**src/hw/rtl/sbhbi_pkg.sv**
```systemverilog
// Shared types and constants for the seeded byte hash bucket index unit.
// No dependencies; the datapath, controller and top level refer to this package by scope.
package sbhbi_pkg;

	// Configuration register indexes.
	localparam logic CFG_HASH_SEED    = 1'b0;
	localparam logic CFG_BUCKET_COUNT = 1'b1;

	// Register reset values.
	localparam logic [31:0] HASH_SEED_RESET    = 32'd0;
	localparam logic [15:0] BUCKET_COUNT_RESET = 16'd709;

	// One-at-a-time mixing and finalizing shift amounts.
	localparam int MIX_SHL = 10;
	localparam int MIX_SHR = 6;
	localparam int FIN_SHL_A = 3;
	localparam int FIN_SHR = 11;
	localparam int FIN_SHL_B = 15;

	// Restoring division: one quotient bit per step.
	localparam int HASH_W    = 32;
	localparam int BUCKET_W  = 16;
	localparam int DIV_STEPS = HASH_W;
	localparam int DIV_CNT_W = $clog2(DIV_STEPS);

	typedef enum logic [2:0] {
		ST_IDLE,
		ST_FIN_A,
		ST_FIN_B,
		ST_DIV,
		ST_DONE
	} state_t;

	// Commands from the controller to the datapath.
	typedef struct packed {
		logic accept;    // mix the request into the running hash
		logic fin_a;     // first half of the finalizer
		logic fin_b;     // second half of the finalizer, divider start
		logic div_step;  // one restoring division step
		logic load_out;  // move hash and index into the output register
	} dp_cmd_t;

	// Status from the datapath to the controller.
	typedef struct packed {
		logic div_last;  // the current step is the last division step
	} dp_status_t;

endpackage

```
**src/hw/rtl/sbhbi_if.sv**
```systemverilog
// Request channel interfaces: key bytes in, hash results out.
// Depends on nothing; widths follow the fixed field widths of the unit.
interface sbhbi_key_if;
	logic        valid;
	logic        ready;
	logic [7:0]  key_byte;
	logic        has_byte;
	logic        first_of_key;
	logic        last_of_key;
	logic [15:0] key_length;

	modport source (output valid, key_byte, has_byte, first_of_key, last_of_key, key_length,
		input ready);
	modport sink (input valid, key_byte, has_byte, first_of_key, last_of_key, key_length,
		output ready);
endinterface

interface sbhbi_hash_if;
	logic        valid;
	logic        ready;
	logic [31:0] hash_value;
	logic [15:0] bucket_index;

	modport source (output valid, hash_value, bucket_index, input ready);
	modport sink (input valid, hash_value, bucket_index, output ready);
endinterface

```
**src/hw/rtl/sbhbi_datapath.sv**
```systemverilog
// Datapath: configuration registers, running hash, finalizer, serial divider
// and output payload register. Depends on sbhbi_pkg.
module sbhbi_datapath (
	input  logic                    clk,
	input  logic                    arst_n,
	input  logic                    cfg_we,
	input  logic                    cfg_index,
	input  logic [31:0]             cfg_wdata,
	input  logic [7:0]              key_byte,
	input  logic                    has_byte,
	input  logic                    first_of_key,
	input  logic [15:0]             key_length,
	input  sbhbi_pkg::dp_cmd_t      cmd,
	output sbhbi_pkg::dp_status_t   status,
	output logic [31:0]             hash_value,
	output logic [15:0]             bucket_index
);

	logic [31:0] seed_q;
	logic [15:0] bcount_q;
	logic [31:0] run_q;
	logic [31:0] fin_q;
	logic [31:0] quo_q;
	logic [15:0] rem_q;
	logic [sbhbi_pkg::DIV_CNT_W-1:0] cnt_q;
	logic [31:0] out_hash_q;
	logic [15:0] out_idx_q;

	logic [31:0] h_start, h_add, h_mul, h_mix, h_next;
	logic [31:0] fa_add, fa_mix, fb_add;
	logic [16:0] rem_shift, rem_sub;

	// Configuration writes.
	always_ff @(posedge clk or negedge arst_n) begin
		if (!arst_n) begin
			seed_q   <= sbhbi_pkg::HASH_SEED_RESET;
			bcount_q <= sbhbi_pkg::BUCKET_COUNT_RESET;
		end else if (cfg_we) begin
			unique case (cfg_index)
				sbhbi_pkg::CFG_HASH_SEED:    seed_q   <= cfg_wdata;
				sbhbi_pkg::CFG_BUCKET_COUNT: bcount_q <= cfg_wdata[15:0];
			endcase
		end
	end

	// Byte mixing: restart on the first item, then, if the request has a byte, add, shift-add, xor-shift.
	always_comb begin
		h_start = first_of_key ? seed_q + {16'd0, key_length} : run_q;
		h_add   = h_start + {24'd0, key_byte};
		h_mul   = h_add + (h_add << sbhbi_pkg::MIX_SHL);
		h_mix   = h_mul ^ (h_mul >> sbhbi_pkg::MIX_SHR);
		h_next  = has_byte ? h_mix : h_start;
	end

	always_ff @(posedge clk or negedge arst_n) begin
		if (!arst_n) begin
			run_q <= '0;
		end else if (cmd.accept) begin
			run_q <= h_next;
		end
	end

	// Finalizer, split into the fin_a and fin_b halves.
	always_comb begin
		fa_add = run_q + (run_q << sbhbi_pkg::FIN_SHL_A);
		fa_mix = fa_add ^ (fa_add >> sbhbi_pkg::FIN_SHR);
		fb_add = fin_q + (fin_q << sbhbi_pkg::FIN_SHL_B);
	end

	// One restoring division step: shift in the next dividend bit, subtract if it fits.
	always_comb begin
		rem_shift = {rem_q, quo_q[31]};
		rem_sub   = rem_shift - {1'b0, bcount_q};
	end

	always_ff @(posedge clk or negedge arst_n) begin
		if (!arst_n) begin
			cnt_q <= '0;
		end else if (cmd.fin_b) begin
			cnt_q <= '0;
		end else if (cmd.div_step) begin
			cnt_q <= cnt_q + 1'b1;
		end
	end

	always_ff @(posedge clk) begin
		if (cmd.fin_a) begin
			fin_q <= fa_mix;
		end else if (cmd.fin_b) begin
			fin_q <= fb_add;
		end
		if (cmd.fin_b) begin
			quo_q <= fb_add;
			rem_q <= '0;
		end else if (cmd.div_step) begin
			quo_q <= {quo_q[30:0], 1'b0};
			rem_q <= (rem_shift >= {1'b0, bcount_q}) ? rem_sub[15:0] : rem_shift[15:0];
		end
	end

	assign status.div_last = (cnt_q == sbhbi_pkg::DIV_CNT_W'(sbhbi_pkg::DIV_STEPS - 1));

	// Output payload register; a zero bucket count gives index zero.
	always_ff @(posedge clk) begin
		if (cmd.load_out) begin
			out_hash_q <= fin_q;
			out_idx_q  <= (bcount_q == 16'd0) ? 16'd0 : rem_q;
		end
	end

	assign hash_value   = out_hash_q;
	assign bucket_index = out_idx_q;

endmodule

```
**src/hw/rtl/sbhbi_ctrl.sv**
```systemverilog
// Controller: sequences byte requests, finalizing, division and the result
// register handshake. Depends on sbhbi_pkg.
module sbhbi_ctrl (
	input  logic                   clk,
	input  logic                   arst_n,
	input  logic                   in_valid,
	input  logic                   in_last,
	output logic                   in_ready,
	output logic                   out_valid,
	input  logic                   out_ready,
	input  sbhbi_pkg::dp_status_t  status,
	output sbhbi_pkg::dp_cmd_t     cmd
);

	sbhbi_pkg::state_t state_q, state_d;
	logic out_valid_q;
	logic in_fire;
	logic out_free;

	assign in_fire  = in_valid && in_ready;
	assign out_free = !out_valid_q || out_ready;

	// Next state.
	always_comb begin
		state_d = state_q;
		unique case (state_q)
			sbhbi_pkg::ST_IDLE:  if (in_fire && in_last) state_d = sbhbi_pkg::ST_FIN_A;
			sbhbi_pkg::ST_FIN_A: state_d = sbhbi_pkg::ST_FIN_B;
			sbhbi_pkg::ST_FIN_B: state_d = sbhbi_pkg::ST_DIV;
			sbhbi_pkg::ST_DIV:   if (status.div_last) state_d = sbhbi_pkg::ST_DONE;
			sbhbi_pkg::ST_DONE:  if (out_free) state_d = sbhbi_pkg::ST_IDLE;
			default:             state_d = sbhbi_pkg::ST_IDLE;
		endcase
	end

	// Outputs and datapath commands.
	always_comb begin
		cmd      = '0;
		in_ready = 1'b0;
		unique case (state_q)
			sbhbi_pkg::ST_IDLE: begin
				in_ready   = 1'b1;
				cmd.accept = in_valid;
			end
			sbhbi_pkg::ST_FIN_A: cmd.fin_a    = 1'b1;
			sbhbi_pkg::ST_FIN_B: cmd.fin_b    = 1'b1;
			sbhbi_pkg::ST_DIV:   cmd.div_step = 1'b1;
			sbhbi_pkg::ST_DONE:  cmd.load_out = out_free;
			default: begin
				cmd      = '0;
				in_ready = 1'b0;
			end
		endcase
	end

	always_ff @(posedge clk or negedge arst_n) begin
		if (!arst_n) begin
			state_q     <= sbhbi_pkg::ST_IDLE;
			out_valid_q <= 1'b0;
		end else begin
			state_q <= state_d;
			if (cmd.load_out) begin
				out_valid_q <= 1'b1;
			end else if (out_ready) begin
				out_valid_q <= 1'b0;
			end
		end
	end

	assign out_valid = out_valid_q;

	// A pending result is never overwritten.
	a_no_overwrite: assert property (@(posedge clk) disable iff (!arst_n)
		cmd.load_out |-> (!out_valid_q || out_ready))
		else $error("result register loaded while a result is still pending");

	// Finalizing starts only after a last request was taken.
	a_fin_after_last: assert property (@(posedge clk) disable iff (!arst_n)
		(state_q == sbhbi_pkg::ST_FIN_A) |-> $past(in_fire && in_last))
		else $error("finalizer started without a last request");

	// The last division step hands over to the result stage.
	a_div_to_done: assert property (@(posedge clk) disable iff (!arst_n)
		(state_q == sbhbi_pkg::ST_DIV && status.div_last) |=> (state_q == sbhbi_pkg::ST_DONE))
		else $error("division did not finish after its last step");

	// A loaded result is offered in the next cycle.
	a_load_shows: assert property (@(posedge clk) disable iff (!arst_n)
		cmd.load_out |=> out_valid)
		else $error("loaded result not offered");

endmodule

```
**src/hw/rtl/seeded_byte_hash_bucket_index_unit.sv**
```systemverilog
// Top level of the seeded byte hash bucket index unit.
// Depends on sbhbi_pkg, sbhbi_if, sbhbi_ctrl and sbhbi_datapath.
//
// Keys arrive one byte per request on key_in; a request that is not the last of
// its key is taken whenever the unit is idle, so a key streams at one byte per
// cycle. A request marked last_of_key holds the unit, and no other request is
// taken, until its result is loaded: it is taken, finalized in ST_FIN_A and
// ST_FIN_B, divided by the one-bit-per-cycle restoring divider that forms hash
// modulo bucket_count, and loaded into the result register after any wait for an
// earlier result still held there. Results leave on hash_out from that register,
// so new bytes are taken while a result waits. Configuration is written through
// cfg_we, cfg_index and cfg_wdata; the user must write it only while the unit is
// idle; the unit itself has no guard. A bucket count of zero gives bucket index zero.
module seeded_byte_hash_bucket_index_unit (
	input  logic         clk,
	input  logic         arst_n,
	input  logic         cfg_we,
	input  logic         cfg_index,
	input  logic [31:0]  cfg_wdata,
	sbhbi_key_if.sink    key_in,
	sbhbi_hash_if.source hash_out
);

	sbhbi_pkg::dp_cmd_t    cmd;
	sbhbi_pkg::dp_status_t status;

	// Controller.
	sbhbi_ctrl u_ctrl (
		.clk       (clk),
		.arst_n    (arst_n),
		.in_valid  (key_in.valid),
		.in_last   (key_in.last_of_key),
		.in_ready  (key_in.ready),
		.out_valid (hash_out.valid),
		.out_ready (hash_out.ready),
		.status    (status),
		.cmd       (cmd)
	);

	// Datapath.
	sbhbi_datapath u_datapath (
		.clk          (clk),
		.arst_n       (arst_n),
		.cfg_we       (cfg_we),
		.cfg_index    (cfg_index),
		.cfg_wdata    (cfg_wdata),
		.key_byte     (key_in.key_byte),
		.has_byte     (key_in.has_byte),
		.first_of_key (key_in.first_of_key),
		.key_length   (key_in.key_length),
		.cmd          (cmd),
		.status       (status),
		.hash_value   (hash_out.hash_value),
		.bucket_index (hash_out.bucket_index)
	);

endmodule
```
**src/flat_wrapper.sv**
```systemverilog
// flat-port wrapper written by rule: the top's interface ports become plain ports
module seeded_byte_hash_bucket_index_unit_flat 
  (clk, arst_n, cfg_we, cfg_index, cfg_wdata, key_in_valid, key_in_key_byte, key_in_has_byte, key_in_first_of_key, key_in_last_of_key, key_in_key_length, key_in_ready, hash_out_valid, hash_out_hash_value, hash_out_bucket_index, hash_out_ready);
  sbhbi_key_if key_in_i ();
  sbhbi_hash_if hash_out_i ();
  input  logic clk;
  input  logic arst_n;
  input  logic cfg_we;
  input  logic cfg_index;
  input  logic [31:0] cfg_wdata;
  input wire logic [$bits(key_in_i.valid)-1:0] key_in_valid;
  input wire logic [$bits(key_in_i.key_byte)-1:0] key_in_key_byte;
  input wire logic [$bits(key_in_i.has_byte)-1:0] key_in_has_byte;
  input wire logic [$bits(key_in_i.first_of_key)-1:0] key_in_first_of_key;
  input wire logic [$bits(key_in_i.last_of_key)-1:0] key_in_last_of_key;
  input wire logic [$bits(key_in_i.key_length)-1:0] key_in_key_length;
  output wire logic [$bits(key_in_i.ready)-1:0] key_in_ready;
  output wire logic [$bits(hash_out_i.valid)-1:0] hash_out_valid;
  output wire logic [$bits(hash_out_i.hash_value)-1:0] hash_out_hash_value;
  output wire logic [$bits(hash_out_i.bucket_index)-1:0] hash_out_bucket_index;
  input wire logic [$bits(hash_out_i.ready)-1:0] hash_out_ready;
  assign key_in_i.valid = key_in_valid;
  assign key_in_i.key_byte = key_in_key_byte;
  assign key_in_i.has_byte = key_in_has_byte;
  assign key_in_i.first_of_key = key_in_first_of_key;
  assign key_in_i.last_of_key = key_in_last_of_key;
  assign key_in_i.key_length = key_in_key_length;
  assign key_in_ready = key_in_i.ready;
  assign hash_out_valid = hash_out_i.valid;
  assign hash_out_hash_value = hash_out_i.hash_value;
  assign hash_out_bucket_index = hash_out_i.bucket_index;
  assign hash_out_i.ready = hash_out_ready;
  seeded_byte_hash_bucket_index_unit u_core (.clk(clk), .arst_n(arst_n), .cfg_we(cfg_we), .cfg_index(cfg_index), .cfg_wdata(cfg_wdata), .key_in(key_in_i), .hash_out(hash_out_i));
endmodule
```
**config.mk**
```make
export PLATFORM = sky130hd
export DESIGN_NAME = seeded_byte_hash_bucket_index_unit_flat
export DESIGN_NICKNAME = d
export VERILOG_FILES = /design/src/hw/rtl/sbhbi_pkg.sv /design/src/hw/rtl/sbhbi_if.sv /design/src/hw/rtl/sbhbi_datapath.sv /design/src/hw/rtl/sbhbi_ctrl.sv /design/src/hw/rtl/seeded_byte_hash_bucket_index_unit.sv /design/src/flat_wrapper.sv
export SDC_FILE = /design/constraint.sdc
export NUM_CORES = 1
export LEC_CHECK = 0
export BUFFER_PORTS_ARGS = -buffer_cell sky130_fd_sc_hd__buf_2
export CAP_MARGIN = 20
export CORE_UTILIZATION = 67
export CTS_CLUSTER_SIZE = 16
export DETAILED_ROUTE_END_ITERATION = 6
export PLACE_DENSITY = 0.9
export SLEW_MARGIN = 20
export SYNTH_ARGS = -nofsm -noshare
export SYNTH_HDL_FRONTEND = slang
export SYNTH_SLANG_ARGS = --single-unit
export TNS_END_PERCENT = 5
```
**constraint.sdc**
```tcl
create_clock -name clk -period 17.95 [get_ports clk]
set_clock_uncertainty 0.05 [all_clocks]
set_input_delay 5.385 -clock clk [delete_from_list [all_inputs] [get_ports clk]]
set_output_delay 5.385 -clock clk [all_outputs]
set_load 0.01 [all_outputs]
```
==> out/metrics.csv <==
stage,metric,value,unit
final_layout,# fillers,1409,
clocking,hold_buf cts,0,
timing,worst slew pin tran,1.08,ns
timing,final setup vio count,0,
power_and_ir_drop,Lkg Pwr,7.20,nW
global_route,GRT overflow,0,
routing,DR vias,13202,
clocking,CTS tree,done,
timing,"Hold Vio Cnt, Final",0,
worst_setup_path,"Data arrival, critical path",12.08,ns
worst_setup_path,CP Max Fanout,3,
synth,Syn Inst Count,1643,
die,total I/O pin count,115,
power_and_ir_drop,worst vdd ir,143,uV
worst_setup_path,Crit path top cell by count,ha_1,
die,num rows,54,
clocking,Root Buffer,clkbuf_16,
synth,"Top FF cell, synth",edfxtp_1,
clocking,post-CTS setup buffers,0,
timing,Tmin final,11.75,ns
clocking,clock sinks,217,
clocking,clock-pin slew on the worst setup and hold paths,0.07,ns
final_layout,nets,1911,
routing,Initial DRT Pass Iterations,7,
worst_setup_path,Worst path max stage delay,0.50,ns
final_layout,fin util,76.1,%
routing,number of remaining DRC errors,3,
run_status,outcome,finished with violations,
power_and_ir_drop,power density over cell area,199,nW/um^2
worst_setup_path,Critical Path Start,key_in_key_length[1],
synth,number of distinct library cells after synthesis,95,
worst_hold_path,Hold Crit Start,u_core.u_datapath.fin_q[26],
routing,DRT iter0 DRCs,1321,
routing,Via density,6.49,
worst_setup_path,slowest CP cell,a2111oi_2,
place,GP Congestion,1.05,
timing,period utilization,65.5,%
worst_setup_path,Worst R2R Start,u_core.u_datapath.seed_q[1],
die,Core ar.,22100,um^2
synth,asr flop ratio synth,41.0,%
timing,RSZ-0062 raised after global routing,no,
synth,synthesized area,15200,um^2
clocking,clock latency at the later pin of the worst-skew pair,0.54,ns
clocking,H-tree depth,1,
run,max cap viols,0,
final_layout,register area,5920,um^2
global_route,largest net degree at the start of global routing,87,
worst_setup_path,critical path class,in -> reg,
worst_hold_path,HP Class,reg -> reg,
place,IO Port Bufs,114,
routing,post-route ant nets,0,
routing,drt total wl,44500,um
synth,Synth Warn #,0,
timing,total negative slack,0,ns
synth,Synth Register Bits,217,
clocking,CTS buffer count,24,
clocking,CTS max path bufs,3,
final_layout,"commonest non-fill, non-tap cell in the layout",nand2_1,
power_and_ir_drop,Final Power,3.34,mW
timing,Slew Limit Fails,0,
timing,Max Fclk,0.0851,GHz
timing,relative slew slack,28.1,%
place,DP HPWL,32300,um
synth,Post-synth EDFFs,112,
synth,Syn Nets,1819,
final_layout,area taken by multi-input logic gates,8810,um^2
worst_setup_path,Worst Path Required,18.28,ns
global_route,initial antenna violation count,0,
final_layout,most frequent cells in the layout,"nand2_1, o21ai_0, nor2_1",
global_route,gr usage total,38.1,%
die,Die ar.,23400,um^2
worst_setup_path,Worst setup SP type,input port,
final_layout,share of cells above drive strength 1,15.1,%
die,Die Y,153,um
routing,wire per inst,21.9,um
run_status,failing checks,DRC,
final_layout,area grow syn2layout,10.3,%
die,Starting Density,69.0,%
die,Die Wd,153,um
global_route,first-pass GRT wire length,69600,um
global_route,vias in the first global route,13010,
final_layout,Antenna Cells,0,
synth,"Seq/Total Area, Yosys",38.8,%
clocking,post-CTS sizing,0,
synth,Synth Area per Inst,9.28,um^2
worst_setup_path,Worst setup EP type,flip-flop,
==> critical path, delay by kind of cell <==
kind	cells	cell delay (ns)
buffers and inverters	3	0.27
AO/OA/AOI/OAI	16	3.57
AND/OR/NAND/NOR	6	1.18
adder cells (fa/ha/maj)	4	1.16
XOR/XNOR	3	0.51
==> synth_stat cells, types with 10 or more instances <==
cell / count / area (um^2)
a211oi_1: 12 / 90.1
a21boi_0: 12 / 90.1
a21o_1: 28 / 210
a21oi_1: 101 / 505
a31oi_1: 12 / 75.1
and2_1: 26 / 163
and3_1: 18 / 113
clkbuf_1: 43 / 161
dfrtp_1: 84 / 2100
dfxtp_1: 16 / 320
edfxtp_1: 112 / 3360
ha_1: 105 / 1310
inv_1: 76 / 285
mux2_2: 50 / 563
mux2i_1: 24 / 240
nand2_1: 207 / 777
nand2b_1: 18 / 113
nand3_1: 35 / 175
nand4_1: 11 / 68.8
nor2_1: 120 / 450
nor2b_1: 18 / 113
nor3_1: 26 / 130
nor4_1: 10 / 62.6
o21a_1: 14 / 105
o21ai_0: 135 / 676
o21ai_1: 11 / 55.1
or3_1: 12 / 75.1
xnor2_1: 92 / 806
xor2_1: 53 / 464
==> flip-flops by register name, summed over array words and instances (netlist names) <==
signal,cells
u_core.u_datapath.fin_q,32
u_core.u_datapath.hash_value,32
u_core.u_datapath.quo_q,32
u_core.u_datapath.run_q,32
u_core.u_datapath.seed_q,32
u_core.u_datapath.bcount_q,16
u_core.u_datapath.bucket_index,16
u_core.u_datapath.rem_q,16
u_core.u_datapath.cnt_q,5
u_core.u_ctrl.state_q,3
u_core.u_ctrl.out_valid,1
==> power by group <==
part	switching (mW)	internal [mW]	total, mW
clock network	0.210	0.285	0.495
logic	1.21	0.811	2.02
registers	0.131	0.696	0.826
==> path summary, 6_finish.rpt <==
kind                                                    end  slack, ns  cells past startpoint
max in group asynchronous       u_core.u_datapath.run_q[29]      12.28                      2
max                             u_core.u_datapath.run_q[24]       6.20                     32
min in group asynchronous      u_core.u_datapath.seed_q[24]       4.59                      1
min                        u_core.u_datapath.hash_value[26]       0.41                      0
max reg2reg                     u_core.u_datapath.run_q[24]      10.77                     31
min reg2reg                u_core.u_datapath.hash_value[26]       0.41                      0
==> logic make-up after synthesis <==
family / synth area share (%)
xor+xnor: 8.54
simple gates: 17.2
mux: 5.27
flops: 38.8
compound gates: 17.4
buf+inv: 3.42
fa+ha+maj: 9.40
==> area by class of cell <==
type	instances	share of cell area (%)
Clock buffer	30	3.83
Clock inverter	14	0.848
Inverter	79	1.76
Multi-Input combinational cell	1289	52.4
Sequential cell	217	35.2
Tap cell	280	2.08
Timing Repair Buffer	124	3.88
==> stage by stage <==
step	cells	cell area [um^2]	setup slack (ns)	hold slack, ns
final	2033	16800	6.20	0.412
after global routing	2033	16800	5.81	0.414
after CTS	2033	16800	6.33	0.409
after detailed placement	1989	16000	5.82	0.390
after global placement	1989	16000	5.97	0.386
after floorplan	1643	15200	5.92	0.381
==> per-layer routing <==
layer	global-route usage (%)	part of all wire, %	wire length [um]
met1	46.6	39	17400
met2	65.7	48	21600
met3	5.16	6.9	3090
met4	20.3	5.6	2490
met5	0	0	0
(Power assumes the default switching activity.)
